$ cat config.mk
export PLATFORM = sky130hd
export DESIGN_NAME = pwm_divider_period_search_core
export DESIGN_NICKNAME = d
export VERILOG_FILES = /design/src/rtl/core/pdps_pkg.sv /design/src/rtl/core/pwm_divider_period_search_core.sv /design/src/rtl/core/pdps_div.sv
export SDC_FILE = /design/constraint.sdc
export NUM_CORES = 2
export LEC_CHECK = 0
export ABC_AREA = 1
export BUFFER_PORTS_ARGS = -buffer_cell sky130_fd_sc_hd__buf_2
export CAP_MARGIN = 20
export CELL_PAD_IN_SITES_DETAIL_PLACEMENT = 1
export CELL_PAD_IN_SITES_GLOBAL_PLACEMENT = 1
export CORE_ASPECT_RATIO = 0.7
export CORE_UTILIZATION = 52
export DETAILED_ROUTE_END_ITERATION = 6
export MAX_ROUTING_LAYER = met4
export PLACE_DENSITY = 0.89
export SYNTH_ARGS = -nofsm -noshare
export SYNTH_HDL_FRONTEND = slang
export SYNTH_HIERARCHICAL = 1
export SYNTH_SLANG_ARGS = --single-unit
$ cat constraint.sdc
create_clock -name clk -period 13.45 [get_ports clk]
set_clock_uncertainty 0.05 [all_clocks]
set_input_delay 2.69 -clock clk [delete_from_list [all_inputs] [get_ports clk]]
set_output_delay 2.69 -clock clk [all_outputs]
set_load 0.005 [all_outputs]
$ cat src/rtl/core/pdps_pkg.sv
// ----------------------------------------------------------------------------
// pdps_pkg - shared types and constants for the PWM divider period search
// Sequencer states, divider result word and fixed search limits.
// ----------------------------------------------------------------------------
package pdps_pkg;

    localparam int unsigned WORD_W  = 32;
    localparam int unsigned DENOM_W = 49;   // target * 2^(pre+1) * scale
    localparam int unsigned DUTY_W  = 17;
    localparam int unsigned SCALE_W = 9;
    localparam int unsigned PRE_W   = 3;
    localparam int unsigned CNT_W   = 5;

    localparam logic [PRE_W-1:0]   MAX_PRESCALE   = 3'd7;
    localparam logic [SCALE_W-1:0] MAX_SCALE      = 9'd256;
    localparam logic [SCALE_W-1:0] MIN_SCALE      = 9'd1;
    localparam logic [WORD_W-1:0]  CLOCK_HZ_RESET = 32'd24000000;
    localparam logic [CNT_W-1:0]   DIV_LAST_STEP  = 5'd31;

    localparam logic STATUS_OK        = 1'b0;
    localparam logic STATUS_RANGE_ERR = 1'b1;

    typedef enum logic [2:0] {
        ST_IDLE,
        ST_MUL,
        ST_DIV_START,
        ST_DIV_WAIT,
        ST_CHK_LO,
        ST_CHK_HI,
        ST_DUTY
    } pdps_state_t;

    typedef struct packed {
        logic              done;
        logic [WORD_W-1:0] quo;
        logic [WORD_W-1:0] rem;
    } pdps_div_res_t;

endpackage

$ cat src/rtl/core/pwm_divider_period_search_core.sv
// ----------------------------------------------------------------------------
// pwm_divider_period_search_core - best-fit PWM prescale / scale / period
// Sequenced search over all divider pairs with one shared divider.
// ----------------------------------------------------------------------------
// Pulse start with target_hz and duty_fraction while busy is low; the word is
// taken at that edge and busy stays high until the search ends. The result
// word appears on status/prescale/scale_code/period/duty_count for exactly one
// cycle with done high; there is no back-pressure, so capture it then. A
// normal search walks 8 prescales x 256 scales = 2048 pairs; each pair takes
// a multiply, a divider launch, the 32-step restoring divider and 2 candidate
// compares, and the duty multiply follows the last pair. A zero target or
// zero clock reports a range error in the cycle after the accept. clock_hz is
// written through cfg_wr_en/cfg_wr_data and must only change while busy is
// low and no result is pending.
// ----------------------------------------------------------------------------
module pwm_divider_period_search_core (
    input  logic        clk,
    input  logic        rst_n,
    // configuration
    input  logic        cfg_wr_en,
    input  logic [31:0] cfg_wr_data,
    // command word
    input  logic        start,
    output logic        busy,
    input  logic [31:0] target_hz,
    input  logic [16:0] duty_fraction,
    // result word
    output logic        done,
    output logic        status,
    output logic [2:0]  prescale,
    output logic [7:0]  scale_code,
    output logic [31:0] period,
    output logic [31:0] duty_count
);

    localparam int unsigned W  = pdps_pkg::WORD_W;
    localparam int unsigned DW = pdps_pkg::DENOM_W;

    pdps_pkg::pdps_state_t state_reg, state_next;

    logic [W-1:0]                     clock_hz_reg;
    logic [W-1:0]                     target_reg,   target_next;
    logic [pdps_pkg::DUTY_W-1:0]      duty_reg,     duty_next;
    logic [pdps_pkg::PRE_W-1:0]       pre_reg,      pre_next;
    logic [pdps_pkg::SCALE_W-1:0]     sc_reg,       sc_next;
    logic [DW-1:0]                    denom_reg,    denom_next;
    logic                             found_reg,    found_next;
    logic [DW-1:0]                    best_err_reg, best_err_next;
    logic [pdps_pkg::PRE_W-1:0]       best_pre_reg, best_pre_next;
    logic [pdps_pkg::SCALE_W-1:0]     best_sc_reg,  best_sc_next;
    logic [W-1:0]                     best_per_reg, best_per_next;
    logic                             done_reg,     done_next;

    logic                             status_reg,   status_next;
    logic [pdps_pkg::PRE_W-1:0]       pre_out_reg,  pre_out_next;
    logic [7:0]                       sc_out_reg,   sc_out_next;
    logic [W-1:0]                     per_out_reg,  per_out_next;
    logic [W-1:0]                     duty_out_reg, duty_out_next;

    // shared 32x17 multiplier: target*scale during ST_MUL, period*duty in ST_DUTY
    logic [W-1:0]                     mul_a;
    logic [pdps_pkg::DUTY_W-1:0]      mul_b;
    logic [DW-1:0]                    mul_p;

    logic                             div_start;
    pdps_pkg::pdps_div_res_t          div_res;

    logic [DW-1:0]                    err_lo;
    logic [DW-1:0]                    err_hi;
    logic                             accept;

    assign accept = start && (state_reg == pdps_pkg::ST_IDLE);

    assign mul_a = (state_reg == pdps_pkg::ST_DUTY) ? best_per_reg : target_reg;
    assign mul_b = (state_reg == pdps_pkg::ST_DUTY) ? duty_reg
                 : {{(pdps_pkg::DUTY_W-pdps_pkg::SCALE_W){1'b0}}, sc_reg};
    assign mul_p = DW'(mul_a) * DW'(mul_b);

    // p = base leaves the remainder; p = base + 1 overshoots by denom - rem
    assign err_lo = {{(DW-W){1'b0}}, div_res.rem};
    assign err_hi = denom_reg - err_lo;

    assign div_start = (state_reg == pdps_pkg::ST_DIV_START);

    pdps_div u_div (
        .clk      (clk),
        .rst_n    (rst_n),
        .start    (div_start),
        .dividend (clock_hz_reg),
        .divisor  (denom_reg),
        .res      (div_res)
    );

    always_comb
    begin
        state_next    = state_reg;
        target_next   = target_reg;
        duty_next     = duty_reg;
        pre_next      = pre_reg;
        sc_next       = sc_reg;
        denom_next    = denom_reg;
        found_next    = found_reg;
        best_err_next = best_err_reg;
        best_pre_next = best_pre_reg;
        best_sc_next  = best_sc_reg;
        best_per_next = best_per_reg;
        done_next     = 1'b0;
        status_next   = status_reg;
        pre_out_next  = pre_out_reg;
        sc_out_next   = sc_out_reg;
        per_out_next  = per_out_reg;
        duty_out_next = duty_out_reg;

        unique case (state_reg)
            pdps_pkg::ST_IDLE:
            begin
                if (start)
                begin
                    target_next = target_hz;
                    duty_next   = duty_fraction;
                    pre_next    = '0;
                    sc_next     = pdps_pkg::MIN_SCALE;
                    found_next  = 1'b0;
                    if ((target_hz == '0) || (clock_hz_reg == '0))
                    begin
                        // nothing to search: report range error at once
                        done_next     = 1'b1;
                        status_next   = pdps_pkg::STATUS_RANGE_ERR;
                        pre_out_next  = '0;
                        sc_out_next   = '0;
                        per_out_next  = '0;
                        duty_out_next = '0;
                    end
                    else
                    begin
                        state_next = pdps_pkg::ST_MUL;
                    end
                end
            end

            pdps_pkg::ST_MUL:
            begin
                // product < 2^41, shift by at most 8 keeps it in 49 bits
                denom_next = mul_p << ({1'b0, pre_reg} + 4'd1);
                state_next = pdps_pkg::ST_DIV_START;
            end

            pdps_pkg::ST_DIV_START:
            begin
                state_next = pdps_pkg::ST_DIV_WAIT;
            end

            pdps_pkg::ST_DIV_WAIT:
            begin
                if (div_res.done)
                begin
                    state_next = pdps_pkg::ST_CHK_LO;
                end
            end

            pdps_pkg::ST_CHK_LO:
            begin
                // floor candidate is only legal for a nonzero period
                if ((div_res.quo != '0) && (!found_reg || (err_lo < best_err_reg)))
                begin
                    found_next    = 1'b1;
                    best_err_next = err_lo;
                    best_pre_next = pre_reg;
                    best_sc_next  = sc_reg;
                    best_per_next = div_res.quo;
                end
                state_next = pdps_pkg::ST_CHK_HI;
            end

            pdps_pkg::ST_CHK_HI:
            begin
                // quotient <= clock/2, so base + 1 always fits in 32 bits
                if (!found_reg || (err_hi < best_err_reg))
                begin
                    found_next    = 1'b1;
                    best_err_next = err_hi;
                    best_pre_next = pre_reg;
                    best_sc_next  = sc_reg;
                    best_per_next = div_res.quo + 1'b1;
                end
                state_next = pdps_pkg::ST_MUL;
                if (sc_reg == pdps_pkg::MAX_SCALE)
                begin
                    sc_next = pdps_pkg::MIN_SCALE;
                    if (pre_reg == pdps_pkg::MAX_PRESCALE)
                    begin
                        state_next = pdps_pkg::ST_DUTY;
                    end
                    else
                    begin
                        pre_next = pre_reg + 1'b1;
                    end
                end
                else
                begin
                    sc_next = sc_reg + 1'b1;
                end
            end

            pdps_pkg::ST_DUTY:
            begin
                done_next  = 1'b1;
                state_next = pdps_pkg::ST_IDLE;
                if (found_reg)
                begin
                    status_next   = pdps_pkg::STATUS_OK;
                    pre_out_next  = best_pre_reg;
                    sc_out_next   = best_sc_reg[7:0];
                    per_out_next  = best_per_reg;
                    duty_out_next = mul_p[W+15:16];
                end
                else
                begin
                    status_next   = pdps_pkg::STATUS_RANGE_ERR;
                    pre_out_next  = '0;
                    sc_out_next   = '0;
                    per_out_next  = '0;
                    duty_out_next = '0;
                end
            end

            default:
            begin
                state_next = pdps_pkg::ST_IDLE;
            end
        endcase
    end

    always_ff @(posedge clk or negedge rst_n)
    begin
        if (!rst_n)
        begin
            state_reg    <= pdps_pkg::ST_IDLE;
            clock_hz_reg <= pdps_pkg::CLOCK_HZ_RESET;
            found_reg    <= 1'b0;
            done_reg     <= 1'b0;
            pre_reg      <= '0;
            sc_reg       <= pdps_pkg::MIN_SCALE;
        end
        else
        begin
            state_reg <= state_next;
            found_reg <= found_next;
            done_reg  <= done_next;
            pre_reg   <= pre_next;
            sc_reg    <= sc_next;
            if (cfg_wr_en)
            begin
                clock_hz_reg <= cfg_wr_data;
            end
        end
    end

    always_ff @(posedge clk)
    begin
        target_reg   <= target_next;
        duty_reg     <= duty_next;
        denom_reg    <= denom_next;
        best_err_reg <= best_err_next;
        best_pre_reg <= best_pre_next;
        best_sc_reg  <= best_sc_next;
        best_per_reg <= best_per_next;
        status_reg   <= status_next;
        pre_out_reg  <= pre_out_next;
        sc_out_reg   <= sc_out_next;
        per_out_reg  <= per_out_next;
        duty_out_reg <= duty_out_next;
    end

    assign busy       = (state_reg != pdps_pkg::ST_IDLE);
    assign done       = done_reg;
    assign status     = status_reg;
    assign prescale   = pre_out_reg;
    assign scale_code = sc_out_reg;
    assign period     = per_out_reg;
    assign duty_count = duty_out_reg;

    // a result word only follows the duty step or an immediate range error
    a_done_source: assert property (@(posedge clk) disable iff (!rst_n)
        done |-> ($past(state_reg) == pdps_pkg::ST_DUTY) || $past(accept))
        else $error("done strobe without a finished search");

    // restoring divider must leave a remainder below the divisor
    a_rem_below_denom: assert property (@(posedge clk) disable iff (!rst_n)
        (state_reg == pdps_pkg::ST_CHK_LO) |-> (err_lo < denom_reg))
        else $error("divider remainder not below denominator");

    // divider finishes only while the sequencer waits for it
    a_div_done_wait: assert property (@(posedge clk) disable iff (!rst_n)
        div_res.done |-> (state_reg == pdps_pkg::ST_DIV_WAIT))
        else $error("divider done outside wait state");

endmodule

$ cat src/rtl/core/pdps_div.sv
// ----------------------------------------------------------------------------
// pdps_div - iterative restoring divider
// 32-bit dividend by 49-bit divisor, one quotient bit per cycle, 32 steps.
// ----------------------------------------------------------------------------
module pdps_div (
    input  logic                              clk,
    input  logic                              rst_n,
    input  logic                              start,
    input  logic [pdps_pkg::WORD_W-1:0]       dividend,
    input  logic [pdps_pkg::DENOM_W-1:0]      divisor,
    output pdps_pkg::pdps_div_res_t           res
);

    logic                          run_reg,  run_next;
    logic                          done_reg, done_next;
    logic [pdps_pkg::CNT_W-1:0]    cnt_reg,  cnt_next;
    logic [pdps_pkg::WORD_W-1:0]   rem_reg,  rem_next;
    logic [pdps_pkg::WORD_W-1:0]   quo_reg,  quo_next;

    logic [pdps_pkg::WORD_W:0]     trial;
    logic [pdps_pkg::WORD_W:0]     diff;
    logic                          fits;

    // partial remainder never exceeds the dividend, so it stays 32 bits
    assign trial = {rem_reg, quo_reg[pdps_pkg::WORD_W-1]};
    assign fits  = {{(pdps_pkg::DENOM_W-pdps_pkg::WORD_W-1){1'b0}}, trial} >= divisor;
    assign diff  = trial - divisor[pdps_pkg::WORD_W:0];

    always_comb
    begin
        run_next  = run_reg;
        done_next = 1'b0;
        cnt_next  = cnt_reg;
        rem_next  = rem_reg;
        quo_next  = quo_reg;
        if (start)
        begin
            run_next = 1'b1;
            cnt_next = '0;
            rem_next = '0;
            quo_next = dividend;
        end
        else if (run_reg)
        begin
            rem_next = fits ? diff[pdps_pkg::WORD_W-1:0]
                            : trial[pdps_pkg::WORD_W-1:0];
            quo_next = {quo_reg[pdps_pkg::WORD_W-2:0], fits};
            cnt_next = cnt_reg + 1'b1;
            if (cnt_reg == pdps_pkg::DIV_LAST_STEP)
            begin
                run_next  = 1'b0;
                done_next = 1'b1;
            end
        end
    end

    always_ff @(posedge clk or negedge rst_n)
    begin
        if (!rst_n)
        begin
            run_reg  <= 1'b0;
            done_reg <= 1'b0;
            cnt_reg  <= '0;
        end
        else
        begin
            run_reg  <= run_next;
            done_reg <= done_next;
            cnt_reg  <= cnt_next;
        end
    end

    always_ff @(posedge clk)
    begin
        rem_reg <= rem_next;
        quo_reg <= quo_next;
    end

    assign res.done = done_reg;
    assign res.quo  = quo_reg;
    assign res.rem  = rem_reg;

endmodule

==> run metrics <==
status=finished, final reports clean; slew margin rel.=19.5%; starting utilization of the core area=53.0%; slew at the pin closest to its max-slew limit=1190 ps; crit path setup slack, layout=3680 ps; total congestion overflow after global routing=0; standby leakage power=22.2 nW; cell area after layout=46600 um^2; number of cells in the finished layout apart from fillers=6827; number of I/O port buffers=162; commonest cells after routing, fill and taps aside=nand2_1 (1372), inv_1 (1213), nor2_1 (556); worst setup slack before clock tree synthesis=4200 ps; CTS tree=yes; count of final setup violators=0; cell with the biggest individual delay on the critical path=a21oi_1; setup repair after global routing missed its margin=false; met2 track demand over resource in global routing=61.3%; DR iter-0 viols=5177; synthesized flop and latch total=386; Tcrit/Tclk final=72.7%; wire length of the first global-routing pass=275000 um; maximum cell stage delay along the critical path=850 ps; Synth Flop Type=edfxtp_1; wire length after detailed routing=186000 um; post-route antenna net violation count=0; Filler Cells Inserted=10200; synthesized area=43100 um^2; final hold slack=442 ps; number of cells upsized or downsized after cts=0; P&R area growth vs syn=8.12%; CP Data Arrival Time=10100 ps; cells after synthesis=5604; fraction of synthesis flops using an asynchronous set or reset pin=14.5%; number of sinks on the clock net=386; total number of vias=41200; time the final worst path needs with I/O delays and setup=9770 ps; number of antenna violations at the first check in global routing=9; Residual DRC=0; Area after DPL=45100 um^2; clock-pin slew on the worst setup and hold paths=70 ps; Die Outline Area=84000 um^2; detailed placer's ending HPWL=149000 um; Max Cap Violations=0; share of final-layout standard cells stronger than drive strength 1=6.64%; Die Width=346 um; CP Capture Type=flip-flop; detailed-router iteration count before antenna repair=5; endpoints failing hold=0; post-cts hold buffer count=0; ratio of total power to cell area=59.8 nW/um^2; maximum number of pins on one net before global-route repair=71; Final Wtd Congestion=1.04; VDD IR-drop max=0.0926 mV; Fin Setup TNS=0 ps; highest attainable clock frequency=0.102 GHz; leading cell type in the layout, fill and taps excluded=nand2_1; via-per-instance ratio=6.04; total number of placement rows=87; Die Ht=243 um; buffer type at the clock tree root=clkbuf_16; met3 Usage GRT=14.9%; multi-input logic area=27000 um^2; sequential cell area=11000 um^2; final core area utilization=57.3%; CP max FO=69; Total Power=2.78 mW; Unique masters post-synth=59; clock network latency to the later pin of the worst-skew pair=630 ps; number of global-route vias before repair=43100; Seq/Total Area, Yosys=25.5%; average size of a mapped cell=7.69 um^2; Core Region=81300 um^2; grt met1 use=63.6%; CTS buffer count=42; number of slew-limit violations in the final report=0; Worst Path Class, Setup=reg2reg; crit-path most repeated cell=fa_1; worst min-delay path class=reg2reg; average wire per cell in the routed design=27.2 um; busiest grt layer=met1; Post-synth EDFFs=298; H-tree levels=2; final layout net count=6528; warnings from Yosys=6; I/O Pins=163; deepest clock path buffer count=3; global-route usage over all layers=45.5%; nets in the synthesized netlist=6415; Placed Instances=6739; nature of the critical path startpoint=flip-flop; number of buffers inserted to repair setup after CTS=0; Critical Path RT=13780 ps
==> final timing paths <==
check | end | slack [ps] | cells after the start | start
setup / recovery | denom_reg[39] | 3680 | 31 | state_reg[2]
hold / removal | best_pre_reg[1] | 440 | 0 | pre_reg[1]
setup reg to reg | denom_reg[39] | 3680 | 31 | state_reg[2]
hold reg to reg | best_pre_reg[1] | 440 | 0 | pre_reg[1]
max in group asynchronous | pre_reg[1] | 10640 | 2 | rst_n
min in group asynchronous | clock_hz_reg[31] | 2180 | 2 | rst_n
==> cell families (layout without fill, tap and decap cells) <==
| kind of cell | Yosys count | in the layout | synth area share [%] |
|---|---|---|---|
| and+or+nand+nor | 2570 | 2570 | 25.0 |
| buffers and inverters | 1360 | 1507 | 12.0 |
| adders and majority gates | 726 | 726 | 28.9 |
| AOI/OAI and AO/OA | 412 | 412 | 5.31 |
| DFF | 386 | 386 | 25.5 |
| xor gates and xnor gates | 113 | 113 | 2.30 |
| muxes | 37 | 37 | 0.952 |
| other | 0 | 8 | 0 |
==> synth_stat cells, types with 3 or more instances <==
master	number	share of area (%)
mux2i_1	5	0.12
fa_1	451	21
o21a_1	14	0.24
ha_1	275	8.0
a21boi_0	3	0.052
edfxtp_1	298	21
and2_1	12	0.17
inv_1	1214	11
inv_2	3	0.026
a21oi_1	184	2.1
nor2_2	9	0.13
o21ai_2	4	0.081
nand4_1	49	0.71
mux2_2	32	0.84
nand3_1	403	4.7
o221ai_1	3	0.061
buf_2	12	0.14
xnor2_1	46	0.93
nand2_1	1373	12
a21o_1	10	0.17
a31oi_1	15	0.22
dfxtp_1	32	1.5
dfrtp_1	45	2.6
o22ai_1	9	0.13
o21ai_1	12	0.14
nand3_2	15	0.35
or2_2	6	0.087
o21ai_0	123	1.4
nor4_1	39	0.57
clkbuf_1	90	0.78
nor2_1	563	4.9
nor3_1	62	0.72
and3_1	3	0.044
nand2_2	4	0.058
o211ai_1	6	0.10
dfstp_2	11	0.67
xor2_1	67	1.4
o21bai_1	17	0.30
clkinv_1	10	0.087
nand3b_1	25	0.44
buf_1	26	0.23
==> worst max-delay path, delay by kind of cell, from the launching register on <==
| kind | cells | cell delay [ps] |
|---|---|---|
| compound gates | 1 | 850 |
| xor+xnor | 1 | 330 |
| fa+ha+maj | 7 | 3220 |
| buf+inv | 8 | 1700 |
| flops | 1 | 490 |
| simple gates | 14 | 2790 |
==> layer usage <==
layer | up-vias | part of all wire, %
met5 | - | 0
met4 | 0 | 3.9
met3 | 523 | 14
met2 | 2644 | 40
met1 | 20500 | 43
li1 | 17600 | -
==> cell type report <==
type / instances / area share (%)
timing repair buffer: 202 / 2.45
inverter: 1227 / 9.89
sequential: 386 / 23.6
antenna: 8 / 0.0430
tap: 1068 / 2.87
multi-input combinational: 3858 / 58.0
clock buffer: 47 / 2.34
clock inverter: 31 / 0.741
==> power by group <==
group          internal (mW)  total (mW)  switching, mW
logic                 0.0544       0.152         0.0972
clock network          0.709        1.30          0.588
registers               1.30        1.34         0.0369
Power figures use the tool's default switching activity.
